==> src/rtl/core/gapf_pkg.sv <==
// Shared types and constants for the grid A* path finder.
`timescale 1ns / 1ps
`default_nettype none
package gapf_pkg;
	localparam int GRID_W_DEF = 8;
	localparam int GRID_H_DEF = 8;
	localparam logic [9:0] STEP_COST = 10'd10;
	localparam int CFG_REG_W = 4;

	// Direction codes: the step by which a cell was reached.
	localparam logic [1:0] DIR_UP    = 2'd0;
	localparam logic [1:0] DIR_RIGHT = 2'd1;
	localparam logic [1:0] DIR_DOWN  = 2'd2;
	localparam logic [1:0] DIR_LEFT  = 2'd3;

	// Register indexes on the configuration port.
	localparam logic REG_WIDTH  = 1'b0;
	localparam logic REG_HEIGHT = 1'b1;

	// Commands from the controller to the datapath.
	typedef struct packed {
		logic map_write;    // write walkable bit from request
		logic load;         // capture find request, clear flags
		logic scan_clear;   // reset the minimum search
		logic scan_step;    // examine one cell for the minimum
		logic expand_init;  // close best cell, start neighbor pass
		logic expand_step;  // relax one neighbor
		logic trace_init;   // start back-tracing from the goal
		logic trace_step;   // step one cell toward the start
		logic emit_load;    // load emit pointer from trace length
		logic emit_step;    // drive one path cell, move toward goal
		logic emit_none;    // drive the no-path result
	} gapf_cmd_t;

	// Status from the datapath to the controller.
	typedef struct packed {
		logic endpoints_ok;
		logic scan_done;
		logic best_valid;
		logic best_is_goal;
		logic expand_done;
		logic trace_done;
		logic emit_done;
	} gapf_sts_t;
endpackage
`default_nettype wire

==> src/rtl/core/gapf_ctrl.sv <==
// Controller state machine for the grid A* path finder.
`timescale 1ns / 1ps
`default_nettype none
module gapf_ctrl (
	input  wire logic                clk,
	input  wire logic                arst_n,
	input  wire logic                start,
	input  wire logic                operation,
	input  wire gapf_pkg::gapf_sts_t sts,
	output gapf_pkg::gapf_cmd_t      cmd,
	output logic                     busy
);
	typedef enum logic [3:0] {
		ST_IDLE, ST_CHECK, ST_SCAN, ST_PICK, ST_EXPAND, ST_TRACE,
		ST_EMIT_LOAD, ST_EMIT, ST_NONE
	} state_t;

	state_t state_q;

	always_comb begin
		cmd = '0;
		unique case (state_q)
			ST_IDLE: begin
				cmd.map_write = start && !operation;
				cmd.load = start && operation;
			end
			ST_CHECK:     cmd.scan_clear = sts.endpoints_ok;
			ST_SCAN:      cmd.scan_step = 1'b1;
			ST_PICK: begin
				cmd.expand_init = sts.best_valid && !sts.best_is_goal;
				cmd.trace_init = sts.best_valid && sts.best_is_goal;
			end
			ST_EXPAND: begin
				cmd.expand_step = 1'b1;
				cmd.scan_clear = sts.expand_done;
			end
			ST_TRACE:     cmd.trace_step = !sts.trace_done;
			ST_EMIT_LOAD: cmd.emit_load = 1'b1;
			ST_EMIT:      cmd.emit_step = 1'b1;
			ST_NONE:      cmd.emit_none = 1'b1;
			default:      cmd = '0;
		endcase
	end

	always_ff @(posedge clk or negedge arst_n) begin
		if (!arst_n) begin
			state_q <= ST_IDLE;
		end else begin
			unique case (state_q)
				ST_IDLE: if (start && operation) state_q <= ST_CHECK;
				ST_CHECK: state_q <= sts.endpoints_ok ? ST_SCAN : ST_NONE;
				ST_SCAN: if (sts.scan_done) state_q <= ST_PICK;
				ST_PICK: begin
					if (!sts.best_valid) state_q <= ST_NONE;
					else if (sts.best_is_goal) state_q <= ST_TRACE;
					else state_q <= ST_EXPAND;
				end
				ST_EXPAND: if (sts.expand_done) state_q <= ST_SCAN;
				ST_TRACE: if (sts.trace_done) state_q <= ST_EMIT_LOAD;
				ST_EMIT_LOAD: state_q <= ST_EMIT;
				ST_EMIT: if (sts.emit_done) state_q <= ST_IDLE;
				ST_NONE: state_q <= ST_IDLE;
				default: state_q <= ST_IDLE;
			endcase
		end
	end

	assign busy = (state_q != ST_IDLE);
endmodule
`default_nettype wire

==> src/rtl/core/gapf_dp.sv <==
// Datapath for the grid A* path finder: cell stores, minimum scan, relax, trace.
`timescale 1ns / 1ps
`default_nettype none
module gapf_dp #(
	parameter int GRID_W = gapf_pkg::GRID_W_DEF,
	parameter int GRID_H = gapf_pkg::GRID_H_DEF
) (
	input  wire logic                clk,
	input  wire logic                arst_n,
	input  wire gapf_pkg::gapf_cmd_t cmd,
	output gapf_pkg::gapf_sts_t      sts,
	input  wire logic [3:0]          width_cfg,
	input  wire logic [3:0]          height_cfg,
	input  wire logic [2:0]          cell_x,
	input  wire logic [2:0]          cell_y,
	input  wire logic                walkable_value,
	input  wire logic [2:0]          start_x,
	input  wire logic [2:0]          start_y,
	input  wire logic [2:0]          end_x,
	input  wire logic [2:0]          end_y,
	output logic                     found,
	output logic [2:0]               path_x,
	output logic [2:0]               path_y,
	output logic                     last,
	output logic                     result_valid
);
	localparam int CELLS = GRID_W * GRID_H;
	localparam int IW = (CELLS > 1) ? $clog2(CELLS) : 1;
	localparam int CW = $clog2(CELLS + 1);

	// Walkable bits, reset to all walkable; open/closed flags per cell.
	logic [CELLS-1:0] walk_q, open_q, closed_q;
	// Undefined-until-written stores as memories.
	logic [9:0] cost_mem [CELLS];
	logic [1:0] dir_mem  [CELLS];
	logic [7:0] ord_mem  [CELLS];

	logic [2:0] sx_q, sy_q, ex_q, ey_q;
	logic [3:0] uw, uh;
	assign uw = (width_cfg > 4'(GRID_W)) ? 4'(GRID_W) : width_cfg;
	assign uh = (height_cfg > 4'(GRID_H)) ? 4'(GRID_H) : height_cfg;

	function automatic logic [IW-1:0] idx_of(input logic [2:0] x, input logic [2:0] y);
		return IW'(32'(y) * GRID_W + 32'(x));
	endfunction

	// Minimum scan: one cell per cycle, memory read registered.
	logic [CW-1:0] scan_q;
	logic          rd_v_s1;
	logic [IW-1:0] rd_i_s1;
	logic [2:0]    rd_x_s1, rd_y_s1;
	logic [9:0]    rd_cost;
	logic [7:0]    rd_ord;
	logic          best_v_q;
	logic [IW-1:0] best_i_q;
	logic [2:0]    best_x_q, best_y_q;
	logic [10:0]   best_f_q;
	logic [3:0]    best_h_q;
	logic [7:0]    best_o_q;
	logic [9:0]    best_g_q;
	logic [7:0]    order_q;

	// Column and row of the scanned cell, stepped alongside scan_q.
	logic [2:0] scx_q, scy_q;

	function automatic logic [3:0] mdist(input logic [2:0] x, input logic [2:0] y,
			input logic [2:0] x2, input logic [2:0] y2);
		logic [2:0] a, b;
		a = (x > x2) ? x - x2 : x2 - x;
		b = (y > y2) ? y - y2 : y2 - y;
		return {1'b0, a} + {1'b0, b};
	endfunction

	logic [3:0]  cand_h;
	logic [10:0] cand_f;
	logic        cand_better;
	assign cand_h = mdist(rd_x_s1, rd_y_s1, ex_q, ey_q);
	assign cand_f = {1'b0, rd_cost} + 11'(cand_h);
	assign cand_better = !best_v_q || cand_f < best_f_q ||
		(cand_f == best_f_q && cand_h < best_h_q) ||
		(cand_f == best_f_q && cand_h == best_h_q && rd_ord < best_o_q);

	// Neighbor relax: read phase then write phase per direction.
	logic [2:0] ex_d_q;   // direction counter 0..4
	logic       ex_ph_q;  // 0 = read, 1 = write
	logic [2:0] nb_x, nb_y;
	logic       nb_in;
	logic [1:0] dsel;
	assign dsel = ex_d_q[1:0];
	always_comb begin
		nb_x = best_x_q;
		nb_y = best_y_q;
		nb_in = 1'b0;
		unique case (dsel)
			gapf_pkg::DIR_UP: begin
				nb_y = best_y_q - 3'd1; nb_in = best_y_q != 3'd0;
			end
			gapf_pkg::DIR_RIGHT: begin
				nb_x = best_x_q + 3'd1; nb_in = 4'(best_x_q) + 4'd1 < uw;
			end
			gapf_pkg::DIR_DOWN: begin
				nb_y = best_y_q + 3'd1; nb_in = 4'(best_y_q) + 4'd1 < uh;
			end
			gapf_pkg::DIR_LEFT: begin
				nb_x = best_x_q - 3'd1; nb_in = best_x_q != 3'd0;
			end
			default: nb_in = 1'b0;
		endcase
	end
	logic [IW-1:0] nb_i;
	logic [9:0]    g_new;
	assign nb_i = idx_of(nb_x, nb_y);
	assign g_new = best_g_q + gapf_pkg::STEP_COST;
	logic nb_ok;
	assign nb_ok = nb_in && walk_q[nb_i] && !closed_q[nb_i];

	// Trace back and emit.
	logic [2:0]    tx_q, ty_q;
	logic [IW-1:0] ti_q;
	logic [2:0]    px_mem [CELLS];
	logic [2:0]    py_mem [CELLS];
	logic [CW-1:0] tn_q, ek_q;
	logic [1:0]    rd_dir;
	logic          tr_ph_q;
	logic          tr_done_q;

	logic ep_ok;
	assign ep_ok = (4'(sx_q) < uw) && (4'(sy_q) < uh) && (4'(ex_q) < uw) &&
		(4'(ey_q) < uh) && walk_q[idx_of(sx_q, sy_q)] && walk_q[idx_of(ex_q, ey_q)];

	// Shared memory read address.
	logic [IW-1:0] mem_ra;
	always_comb begin
		if (cmd.expand_step) mem_ra = nb_i;
		else if (cmd.trace_step) mem_ra = ti_q;
		else mem_ra = scan_q[IW-1:0];
	end
	always_ff @(posedge clk) begin
		rd_cost <= cost_mem[mem_ra];
		rd_dir  <= dir_mem[mem_ra];
		rd_ord  <= ord_mem[mem_ra];
	end

	// Memory writes.
	logic          mw_en;
	logic [IW-1:0] mw_i;
	logic [9:0]    mw_cost;
	logic [1:0]    mw_dir;
	logic [7:0]    mw_ord;
	logic          mw_ord_en;
	always_comb begin
		mw_en = 1'b0; mw_ord_en = 1'b0;
		mw_i = nb_i; mw_cost = g_new; mw_dir = dsel; mw_ord = order_q;
		if (cmd.load) begin
			mw_en = 1'b1; mw_ord_en = 1'b1;
			mw_i = idx_of(start_x, start_y); mw_cost = '0; mw_dir = gapf_pkg::DIR_UP;
			mw_ord = '0;
		end else if (cmd.expand_step && ex_ph_q && ex_d_q[2] == 1'b0 && nb_ok) begin
			if (!open_q[nb_i]) begin
				mw_en = 1'b1; mw_ord_en = 1'b1;
			end else if (g_new < rd_cost) begin
				mw_en = 1'b1;
			end
		end
	end
	always_ff @(posedge clk) begin
		if (mw_en) begin
			cost_mem[mw_i] <= mw_cost;
			dir_mem[mw_i] <= mw_dir;
		end
		if (mw_ord_en) ord_mem[mw_i] <= mw_ord;
	end
	always_ff @(posedge clk) begin
		if (cmd.trace_step && !tr_ph_q) begin
			px_mem[tn_q[IW-1:0]] <= tx_q;
			py_mem[tn_q[IW-1:0]] <= ty_q;
		end
	end
	// Read one cell ahead so the registered path cell is ready on each emit cycle.
	logic [CW-1:0] em_ra;
	assign em_ra = (cmd.emit_load ? tn_q : ek_q) - CW'(1);
	logic [2:0] em_x, em_y;
	always_ff @(posedge clk) begin
		em_x <= px_mem[em_ra[IW-1:0]];
		em_y <= py_mem[em_ra[IW-1:0]];
	end

	logic [2:0] bx_back, by_back;
	always_comb begin
		bx_back = tx_q; by_back = ty_q;
		unique case (rd_dir)
			gapf_pkg::DIR_UP:    by_back = ty_q + 3'd1;
			gapf_pkg::DIR_RIGHT: bx_back = tx_q - 3'd1;
			gapf_pkg::DIR_DOWN:  by_back = ty_q - 3'd1;
			gapf_pkg::DIR_LEFT:  bx_back = tx_q + 3'd1;
			default:             bx_back = tx_q;
		endcase
	end

	always_ff @(posedge clk or negedge arst_n) begin
		if (!arst_n) begin
			walk_q <= '1; open_q <= '0; closed_q <= '0;
			scan_q <= '0; rd_v_s1 <= 1'b0; best_v_q <= 1'b0;
			scx_q <= '0; scy_q <= '0;
			ex_d_q <= '0; ex_ph_q <= 1'b0; order_q <= '0;
			tn_q <= '0; ek_q <= '0; tr_ph_q <= 1'b0; tr_done_q <= 1'b0;
			result_valid <= 1'b0; found <= 1'b0; last <= 1'b0;
			path_x <= '0; path_y <= '0;
		end else begin
			result_valid <= 1'b0;
			rd_v_s1 <= 1'b0;
			if (cmd.map_write && 32'(cell_x) < GRID_W && 32'(cell_y) < GRID_H)
				walk_q[idx_of(cell_x, cell_y)] <= walkable_value;
			if (cmd.load) begin
				sx_q <= start_x; sy_q <= start_y; ex_q <= end_x; ey_q <= end_y;
				open_q <= '0; closed_q <= '0;
				if (32'(start_x) < GRID_W && 32'(start_y) < GRID_H)
					open_q[idx_of(start_x, start_y)] <= 1'b1;
				order_q <= 8'd1;
			end
			if (cmd.scan_clear) begin
				scan_q <= '0; best_v_q <= 1'b0;
				scx_q <= '0; scy_q <= '0;
			end
			if (cmd.scan_step) begin
				if (scan_q < CW'(CELLS)) begin
					rd_v_s1 <= open_q[scan_q[IW-1:0]];
					rd_i_s1 <= scan_q[IW-1:0];
					rd_x_s1 <= scx_q; rd_y_s1 <= scy_q;
					scan_q <= scan_q + CW'(1);
					if (32'(scx_q) == GRID_W - 1) begin
						scx_q <= '0; scy_q <= scy_q + 3'd1;
					end else begin
						scx_q <= scx_q + 3'd1;
					end
				end
				if (rd_v_s1 && cand_better) begin
					best_v_q <= 1'b1; best_i_q <= rd_i_s1;
					best_x_q <= rd_x_s1; best_y_q <= rd_y_s1;
					best_f_q <= cand_f; best_h_q <= cand_h; best_o_q <= rd_ord;
					best_g_q <= rd_cost;
				end
			end
			if (cmd.expand_init) begin
				open_q[best_i_q] <= 1'b0; closed_q[best_i_q] <= 1'b1;
				ex_d_q <= '0; ex_ph_q <= 1'b0;
			end
			if (cmd.expand_step && ex_d_q[2] == 1'b0) begin
				ex_ph_q <= !ex_ph_q;
				if (ex_ph_q) begin
					ex_d_q <= ex_d_q + 3'd1;
					if (nb_ok && !open_q[nb_i]) begin
						open_q[nb_i] <= 1'b1;
						order_q <= order_q + 8'd1;
					end
				end
			end
			if (cmd.trace_init) begin
				tx_q <= best_x_q; ty_q <= best_y_q; ti_q <= best_i_q;
				tn_q <= '0; tr_ph_q <= 1'b0;
				tr_done_q <= 1'b0;
			end
			if (cmd.trace_step) begin
				tr_ph_q <= !tr_ph_q;
				if (!tr_ph_q) begin
					tn_q <= tn_q + CW'(1);
					if ((tx_q == sx_q && ty_q == sy_q) || tn_q + CW'(1) >= CW'(CELLS)) begin
						tr_done_q <= 1'b1; tr_ph_q <= 1'b0;
					end
				end else begin
					tx_q <= bx_back; ty_q <= by_back;
					ti_q <= idx_of(bx_back, by_back);
				end
			end
			if (cmd.emit_load) ek_q <= tn_q - CW'(1);
			if (cmd.emit_step) begin
				result_valid <= 1'b1; found <= 1'b1;
				path_x <= em_x; path_y <= em_y;
				last <= (ek_q == '0);
				ek_q <= ek_q - CW'(1);
			end
			if (cmd.emit_none) begin
				result_valid <= 1'b1; found <= 1'b0; last <= 1'b1;
				path_x <= '0; path_y <= '0;
			end
		end
	end

	always_comb begin
		sts.endpoints_ok = ep_ok;
		sts.scan_done = (scan_q == CW'(CELLS)) && !rd_v_s1;
		sts.best_valid = best_v_q;
		sts.best_is_goal = (best_x_q == ex_q) && (best_y_q == ey_q);
		sts.expand_done = ex_d_q[2];
		sts.trace_done = tr_done_q;
		sts.emit_done = (ek_q == '0);
	end
endmodule
`default_nettype wire

==> src/rtl/core/grid_astar_path_finder.sv <==
// Top level of the grid A* path finder: config registers, controller, datapath.
`timescale 1ns / 1ps
`default_nettype none
// A request with operation 0 writes one walkable bit at the accepting edge, keeps
// busy low and gives no result. A find request scans all GRID_W*GRID_H cells for
// the least-cost open cell (one cell per cycle, through the registered cost memory
// port) and then relaxes the four neighbors, each in a read and a write phase;
// this repeats until the goal cell is picked or no open cell is left. The path
// is then traced back from the goal to the start and emitted one cell per cycle.
// Results appear with strobe high for one cycle each and cannot be held off;
// busy stays high until the last one is out.
module grid_astar_path_finder #(
	parameter int GRID_W = gapf_pkg::GRID_W_DEF,
	parameter int GRID_H = gapf_pkg::GRID_H_DEF
) (
	input  wire logic        clk,
	input  wire logic        arst_n,
	input  wire logic        psel,
	input  wire logic        penable,
	input  wire logic        pwrite,
	input  wire logic [2:0]  paddr,
	input  wire logic [31:0] pwdata,
	output logic [31:0]      prdata,
	output logic             pready,
	input  wire logic        start,
	output logic             busy,
	input  wire logic        operation,
	input  wire logic [2:0]  cell_x,
	input  wire logic [2:0]  cell_y,
	input  wire logic        walkable_value,
	input  wire logic [2:0]  start_x,
	input  wire logic [2:0]  start_y,
	input  wire logic [2:0]  end_x,
	input  wire logic [2:0]  end_y,
	output logic             strobe,
	output logic             found,
	output logic [2:0]       path_x,
	output logic [2:0]       path_y,
	output logic             last
);
	logic [3:0] width_q, height_q;
	logic       wr_en;
	logic       reg_sel;
	assign pready = 1'b1;
	assign reg_sel = paddr[2];
	assign wr_en = psel && penable && pwrite;

	always_ff @(posedge clk or negedge arst_n) begin
		if (!arst_n) begin
			width_q <= 4'd8; height_q <= 4'd8;
		end else if (wr_en && paddr[1:0] == 2'd0) begin
			unique case (reg_sel)
				gapf_pkg::REG_WIDTH:  width_q <= pwdata[3:0];
				gapf_pkg::REG_HEIGHT: height_q <= pwdata[3:0];
				default:              width_q <= width_q;
			endcase
		end
	end
	always_comb begin
		unique case (reg_sel)
			gapf_pkg::REG_WIDTH:  prdata = {28'd0, width_q};
			gapf_pkg::REG_HEIGHT: prdata = {28'd0, height_q};
			default:              prdata = '0;
		endcase
	end

	gapf_pkg::gapf_cmd_t cmd;
	gapf_pkg::gapf_sts_t sts;

	gapf_ctrl u_ctrl (
		.clk(clk), .arst_n(arst_n), .start(start), .operation(operation),
		.sts(sts), .cmd(cmd), .busy(busy)
	);

	gapf_dp #(.GRID_W(GRID_W), .GRID_H(GRID_H)) u_dp (
		.clk(clk), .arst_n(arst_n), .cmd(cmd), .sts(sts),
		.width_cfg(width_q), .height_cfg(height_q),
		.cell_x(cell_x), .cell_y(cell_y), .walkable_value(walkable_value),
		.start_x(start_x), .start_y(start_y), .end_x(end_x), .end_y(end_y),
		.found(found), .path_x(path_x), .path_y(path_y), .last(last),
		.result_valid(strobe)
	);

	// A no-path result always carries a zero cell.
	a_nopath_zero: assert property (@(posedge clk) disable iff (!arst_n)
		strobe && !found |-> path_x == 3'd0 && path_y == 3'd0 && last)
		else $error("no-path result with nonzero cell");
	// The last result of a search ends the busy period.
	a_last_idle: assert property (@(posedge clk) disable iff (!arst_n)
		strobe && last |-> !busy)
		else $error("busy after last result");
	// A write request never produces a result.
	a_write_silent: assert property (@(posedge clk) disable iff (!arst_n)
		start && !busy && !operation |=> !strobe)
		else $error("result after a map write");
endmodule
`default_nettype wire

==> config.mk <==
export PLATFORM = sky130hd
export DESIGN_NAME = grid_astar_path_finder
export DESIGN_NICKNAME = d
export VERILOG_FILES = /design/src/rtl/core/gapf_pkg.sv /design/src/rtl/core/gapf_ctrl.sv /design/src/rtl/core/gapf_dp.sv /design/src/rtl/core/grid_astar_path_finder.sv
export SDC_FILE = /design/constraint.sdc
export NUM_CORES = 2
export LEC_CHECK = 0
export BUFFER_PORTS_ARGS = -buffer_cell sky130_fd_sc_hd__buf_2
export CORE_UTILIZATION = 42
export CTS_CLUSTER_SIZE = 14
export DETAILED_ROUTE_END_ITERATION = 6
export RECOVER_POWER = 25
export SLEW_MARGIN = 20
export SYNTH_ARGS = -nofsm -noshare
export SYNTH_HDL_FRONTEND = slang
export SYNTH_HIERARCHICAL = 1
export SYNTH_SLANG_ARGS = --single-unit
==> constraint.sdc <==
create_clock -name clk -period 17.7 [get_ports clk]
set_input_delay 0.885 -clock clk [delete_from_list [all_inputs] [get_ports clk]]
set_output_delay 0.885 -clock clk [all_outputs]
set_load 0.1 [all_outputs]
# Word-level counts from Yosys, hierarchy flattened
# Memory sizes are Yosys's and may differ from the RTL's. A register that Yosys moved wholly into a read port is not among the register bits.
# Index checks and enable logic that the tools add are counted.
[op_classes]
n_addsub = 32
magnitude_cmp = 27
n_eq_ne = 27
mux = 134
bitwise = 6
reduce_logical = 62
[ops]
columns = ["cell", "n"]
rows = [
  ["2-to-1 mux 64 bit", 7],
  ["bitwise OR 64 bit", 2],
  ["2-to-1 mux 3 bit", 23],
  ["AND 64 bit", 1],
  ["bitwise mux 64 bit", 1],
  ["inverter 64 bit", 1],
  ["case mux 32 bit (2 select lines)", 1],
  ["2-to-1 mux 7 bit", 8],
  ["2-to-1 mux 1 bit", 53],
  ["less-than comparator 6 x 7 -> 1 bit, second input constant", 7],
  ["2-to-1 mux 6 bit", 7],
  ["2-to-1 mux 8 bit", 5],
  ["adder 6 x 3 -> 6 bit", 6],
  ["binary-select mux 1 bit (select 6 bit)", 6],
  ["2-to-1 mux 4 bit", 9],
  ["case mux 4 bit (8 select lines)", 1],
  ["logical AND 1 bit", 31],
  ["demux 1 bit (select 6 bit)", 4],
  ["greater-or-equal comparator 6 x 1 -> 1 bit, second input constant", 4],
  ["case mux 3 bit (2 select lines)", 4],
  ["adder 3 x 1 -> 3 bit, second input constant", 7],
  ["== test 4 x 3 -> 1 bit, second input constant", 4],
  ["less-than comparator 3 x 4 -> 1 bit", 4],
  ["adder 7 x 1 -> 7 bit, second input constant", 2],
  ["other kinds (45)", 90],
]
[word_totals]
register_bits = 337
mem_bits_rw = 1664
out_inout_bits = 43
wordCells = 333
n_memories = 5
[memory_table]
columns = ["memory", "words", "word_bits", "rd", "rd_clocked_by_memory_dff", "wr", "line_no", "text"]
rows = [
  ["u_dp.cost_mem", 64, 10, 1, 1, 1, "gapf_dp.sv:34", "logic [9:0] cost_mem [CELLS];"],
  ["u_dp.ord_mem", 64, 8, 1, 1, 1, "gapf_dp.sv:36", "logic [7:0] ord_mem [CELLS];"],
  ["u_dp.px_mem", 64, 3, 1, 1, 1, "gapf_dp.sv:120", "logic [2:0] px_mem [CELLS];"],
  ["u_dp.py_mem", 64, 3, 1, 1, 1, "gapf_dp.sv:121", "logic [2:0] py_mem [CELLS];"],
  ["u_dp.dir_mem", 64, 2, 1, 1, 1, "gapf_dp.sv:35", "logic [1:0] dir_mem [CELLS];"],
]

# Longest topological paths before layout
[depth]
word_depth = 13
ltp_mapped = 25

# Cells and area by module
# Netlist, hierarchy kept.
[modules_own_cells]
columns = ["mod", "n_inst", "cells_each", "area_each_um2", "seq_area_each_um2"]
rows = [
  ["gapf_dp", 1, 5150, 86057.5, 59106.7],
  ["grid_astar_path_finder", 1, 55, 614.3, 202.7],
  ["gapf_ctrl", 1, 57, 434.2, 100.1],
]

# Worst setup path before layout
# No wires, ideal clock.
[synth_path]
path_kind = "register to register"
from = "register u_dp.ex_q[0]"
to = "register u_dp.best_f_q[0], enable pin"
setup_ns = 0.448
arrival_ns = 6.957
required_ns = 17.252
slack_ns = 10.296
path_stages_with_launch = 22
synth_period_minus_slack_ns = 7.404
cell_sequence = "edfxtp_1 clkbuf_1 clkbuf_1 inv_1 ha_1 a31oi_1 mux2_2 fa_1 inv_1 fa_1 inv_1 ha_1 nor2b_1 o21a_1 o21a_1 o21a_1 o21a_1 o21ai_0 a211oi_1 o31ai_1 o211ai_1 nor2_1"
[synth_via]
elab_chain_cells = 10
elab_cells_between_ends = 18
[synth_lines]
columns = ["item", "line_no", "text"]
rows = [
  ["start: declaration", "gapf_dp.sv:38", "logic [2:0] sx_q, sy_q, ex_q, ey_q;"],
  ["start signal: assignment", "gapf_dp.sv:215", "sx_q <= start_x; sy_q <= start_y; ex_q <= end_x; ey_q <= end_y;"],
  ["subtractor 3 bit or > comparator 3 bit (tied branches)", "gapf_dp.sv:69", "a = (x > x2) ? x - x2 : x2 - x;"],
  ["2-to-1 mux 3 bit *", "gapf_dp.sv:69", ""],
  ["adder 3 x 3 -> 4 bit *", "gapf_dp.sv:71", "return {1'b0, a} + {1'b0, b};"],
  ["net u_dp.cand_h[1]", "gapf_dp.sv:74", "logic [3:0] cand_h;"],
  ["adder 10 x 4 -> 11 bit *", "gapf_dp.sv:78", "assign cand_f = {1'b0, rd_cost} + 11'(cand_h);"],
  ["net u_dp.cand_f[1]", "gapf_dp.sv:75", "logic [10:0] cand_f;"],
  ["less-than comparator 11 bit or == test 11 bit (tied branches)", "gapf_dp.sv:79, gapf_dp.sv:80, gapf_dp.sv:81", ""],
  ["logical OR 1 bit, or another cell as far along", "gapf_dp.sv:79", "assign cand_better = !best_v_q || cand_f < best_f_q ||"],
  ["logical OR 1 bit or logical AND 1 bit (tied branches)", "gapf_dp.sv:79, gapf_dp.sv:81", ""],
  ["logical OR 1 bit *", "gapf_dp.sv:80", "(cand_f == best_f_q && cand_h < best_h_q) ||"],
  ["logical AND 1 bit *", "gapf_dp.sv:237", "if (rd_v_s1 && cand_better) begin"],
  ["AND reduction 3 bit (no source line) *", "--", ""],
  ["end signal: assignment", "gapf_dp.sv:240", "best_f_q <= cand_f; best_h_q <= cand_h; best_o_q <= rd_ord;"],
  ["end: declaration", "gapf_dp.sv:57", "logic [10:0] best_f_q;"],
]
# Mark *: on every way through the listed nets, which the timed path passes. The rest lies on a longest branch.
# A chain may end at the register's enable or synchronous reset.

==> results.py <==
metrics = {
    "status": {
        "status": "finished with violations",
        "violations": "DRC, capacitance limit, slew limit",
    },
    "worst_setup_path": {
        "crit_arrival_ns": 9.03,
        "start_kind": "input pin",
        "critical_path_required_ns": 17.81,
        "path_class": "input pin to async pin",
        "cp-end-kind": "async pin",
        "path_max_fanout": 60,
    },
    "yosys": {
        "avgSynthCellArea_sq_um": 16.6,
        "synth_area_leaders": "edfxtp_1 60%, mux4_2 12%, dfrtp_1 5.5%",
        "synth-edff-count": 1745,
        "ys_seq_area_frac": 0.682,
        "ys_ff_latch": 2027,
        "synth_warnings": 6,
        "yosysMostFrequentCell": "edfxtp_1",
        "synth-main-ff-cell": "edfxtp_1",
        "synthesis.area_sq_mm": 0.0871,
        "async_reset_ff_frac": 0.126,
        "yosys.area.top_type": "edfxtp_1",
        "synthDistinctLibCells": 91,
        "synth_top_cells_by_count": "1745 x edfxtp_1, 479 x mux4_2, 264 x nor2_1",
        "synthCells": 5262,
        "synth.top_cell.area_share": 0.602,
    },
    "timing": {
        "drv_slew": 1085,
        "worst_pin_slew_ns": 3.90,
        "slew_headroom": -1.60,
        "max_freq_mhz": 112,
        "hold_violations": 0,
        "rsz0062_at_grt": "false",
        "setup-tns-final_ns": 0,
        "fin_crit_ns": 8.92,
        "final_min_period_over_clock_period": 0.504,
        "setup_violations": 0,
        "fin_worst_skew_ns": 0.0502,
    },
    "flow_run": {
        "maxCapViolCount": 19,
    },
    "clock_tree": {
        "cts_sinks": 2027,
        "clk_pin_slew_ns": 0.06,
        "cts_buffer_depth": 3,
        "cts_buffers": 205,
        "post_cts_buffers": 0,
        "postCtsHoldBufs": 1,
        "cts-root-buf": "clkbuf_16",
        "tritoncts": "yes",
        "cts_htree_levels": 4,
        "ctsResizeCount": 0,
        "clk-insertion-delay-late_ns": 0.86,
    },
    "placed_design": {
        "placed_cells": 7806,
        "place_congestion": 0.892,
        "io_buffers": 46,
        "dpl.hpwl_mm": 129,
        "placedInstanceArea_sq_mm": 0.0910,
    },
    "finish": {
        "n_fill_cell": 17300,
        "stdcell_count": 8190,
        "nets": 5476,
        "drive_gt1_frac": 0.221,
        "multi_input_area_sq_mm": 0.0262,
        "finish.instance_area_sq_mm": 0.0976,
        "syn_to_final_growth_pct": 12.1,
        "seq_area_sq_mm": 0.0594,
    },
    "power": {
        "power_density_mw_per_mm2": 103,
        "vdd_drop_max_mv": 0.0861,
        "p_leak_uw": 0.0338,
    },
    "floorplan": {
        "die_w_um": 457,
        "pin_count": 104,
        "design.die.area_sq_mm": 0.209,
        "die_h_um": 457,
        "core_area_sq_mm": 0.205,
        "row_count": 166,
        "start_util": 0.424,
    },
    "grt": {
        "gr-usage-met2": 0.326,
        "grt_pass1_vias": 48500,
        "grt_remaining_overflow": 0,
        "grt_use_met3": 0.0390,
        "grt_busiest_layer": "met2",
        "grt_max_degree": 129,
        "antenna_found_initial": 3,
        "gr-usage-met1": 0.288,
        "track_usage": 0.206,
        "grt_pass1_wl_mm": 322,
    },
    "drt": {
        "dr.pass1.iters": 7,
        "drt_iter0_markers": 5344,
        "antenna_left": 0,
        "wl_per_cell_um": 26.5,
        "avgViaCountPerCell": 5.87,
        "wirelength_mm": 217,
        "num_vias": 48100,
        "route.detailed.drc": 2,
    },
    "hold_path": {
        "hp-class": "input pin to flop",
    },
}
[where the power goes]
group / switching, uW / total [uW] / internal [uW]
clock: 1850 / 4210 / 2360
sequential: 47.2 / 5310 / 5260
combinational: 383 / 519 / 136
[routing by layer]
layer / wire [um] / vias to the layer above
met5: 13 / -
met4: 6470 / 2
met3: 15300 / 410
met2: 103000 / 1799
met1: 92300 / 24900
li1: - / 21000
[per-stage QoR]
step,utilization,hold slack (ns),total power [uW],worst slack [ns]
floorplan,-,0.400,5720,10.30
global placement,0.443,0.401,5900,10.49
detailed placement,0.443,0.406,5910,10.30
CTS,0.475,0.177,10100,10.39
global route,0.475,0.190,10300,7.41
finish,0.475,0.233,10000,8.78
[worst max-delay path, cell delays in order]
cell,delay [ns]
dlygate4sd3_1,0.53
clkbuf_1,2.34
clkbuf_1,2.47
clkbuf_1,2.67
[flip-flops by register name, summed over array words and instances, names as in the netlist, 4 cells and up]
| signal | cells |
|---|---|
| u_ctrl/state_q | 4 |
| u_dp/walk_q | 64 |
| u_dp/best_i_q | 6 |
| u_dp/best_o_q | 8 |
| width_q | 4 |
| u_dp/tn_q | 7 |
| u_dp/dir_mem | 128 |
| u_dp/py_mem | 192 |
| u_dp/cost_mem | 640 |
| u_dp/closed_q | 64 |
| u_dp/open_q | 64 |
| height_q | 4 |
| u_dp/order_q | 8 |
| u_dp/ord_mem | 512 |
| u_dp/rd_ord | 8 |
| u_dp/rd_i_s1 | 6 |
| u_dp/ek_q | 7 |
| u_dp/rd_cost | 10 |
| u_dp/best_h_q | 4 |
| u_dp/px_mem | 192 |
| u_dp/best_f_q | 11 |
| u_dp/ti_q | 6 |
| u_dp/best_g_q | 10 |
| u_dp/scan_q | 7 |
[kinds of logic (layout without fill, tap and decap cells)]
family / after synthesis / after routing / synth area share
buffers and inverters: 567 / 779 / 0.0275
and+or+nand+nor: 960 / 960 / 0.0554
other: 2 / 30 / 0.0000862
xor gates and xnor gates: 60 / 60 / 0.00625
AOI/OAI and AO/OA: 842 / 842 / 0.0625
muxes: 715 / 715 / 0.153
DFF: 2027 / 2027 / 0.682
adders and majority gates: 89 / 89 / 0.0136
[final cells by class]
class / instances / share of cell area
timing repair buffer: 194 / 0.0136
clock inverter: 112 / 0.0111
inverter: 203 / 0.00781
multi-input combinational: 2695 / 0.268
sequential: 2027 / 0.609
clock buffer: 270 / 0.0561
tap: 2688 / 0.0345
antenna: 1 / 0.0000256
[path summary, 6_finish.rpt]
path,from,end,slack [ns],cells past startpoint
max reg2reg,u_ctrl/state_q[1],u_dp/cost_mem[39][5],9.34,7
max,arst_n,u_dp/open_q[34],8.78,4
max in group clk,u_ctrl/state_q[1],u_dp/cost_mem[39][5],9.34,7
min in group asynchronous,arst_n,u_dp/closed_q[50],1.73,2
min reg2reg,u_dp/rd_i_s1[3],u_dp/best_i_q[3],0.42,0
min,end_y[2],u_dp/ey_q[2],0.23,1
[cell usage in the layout (no fill, tap or decap), types with 59 or more instances in the layout]
cell type,n
edfxtp_1,1745
mux4_2,479
nor2_1,255
clkbuf_16,206
inv_1,202
dfrtp_1,190
nand2_1,179
a211oi_1,176
o21ai_0,172
a21oi_1,165
mux2i_1,139
nor2b_1,132
buf_4,122
o22ai_1,113
clkbuf_1,95
mux2_2,87
ha_1,78
nor3_1,68
dfstp_2,66
nand3_1,59
(Power assumes the default switching activity.)
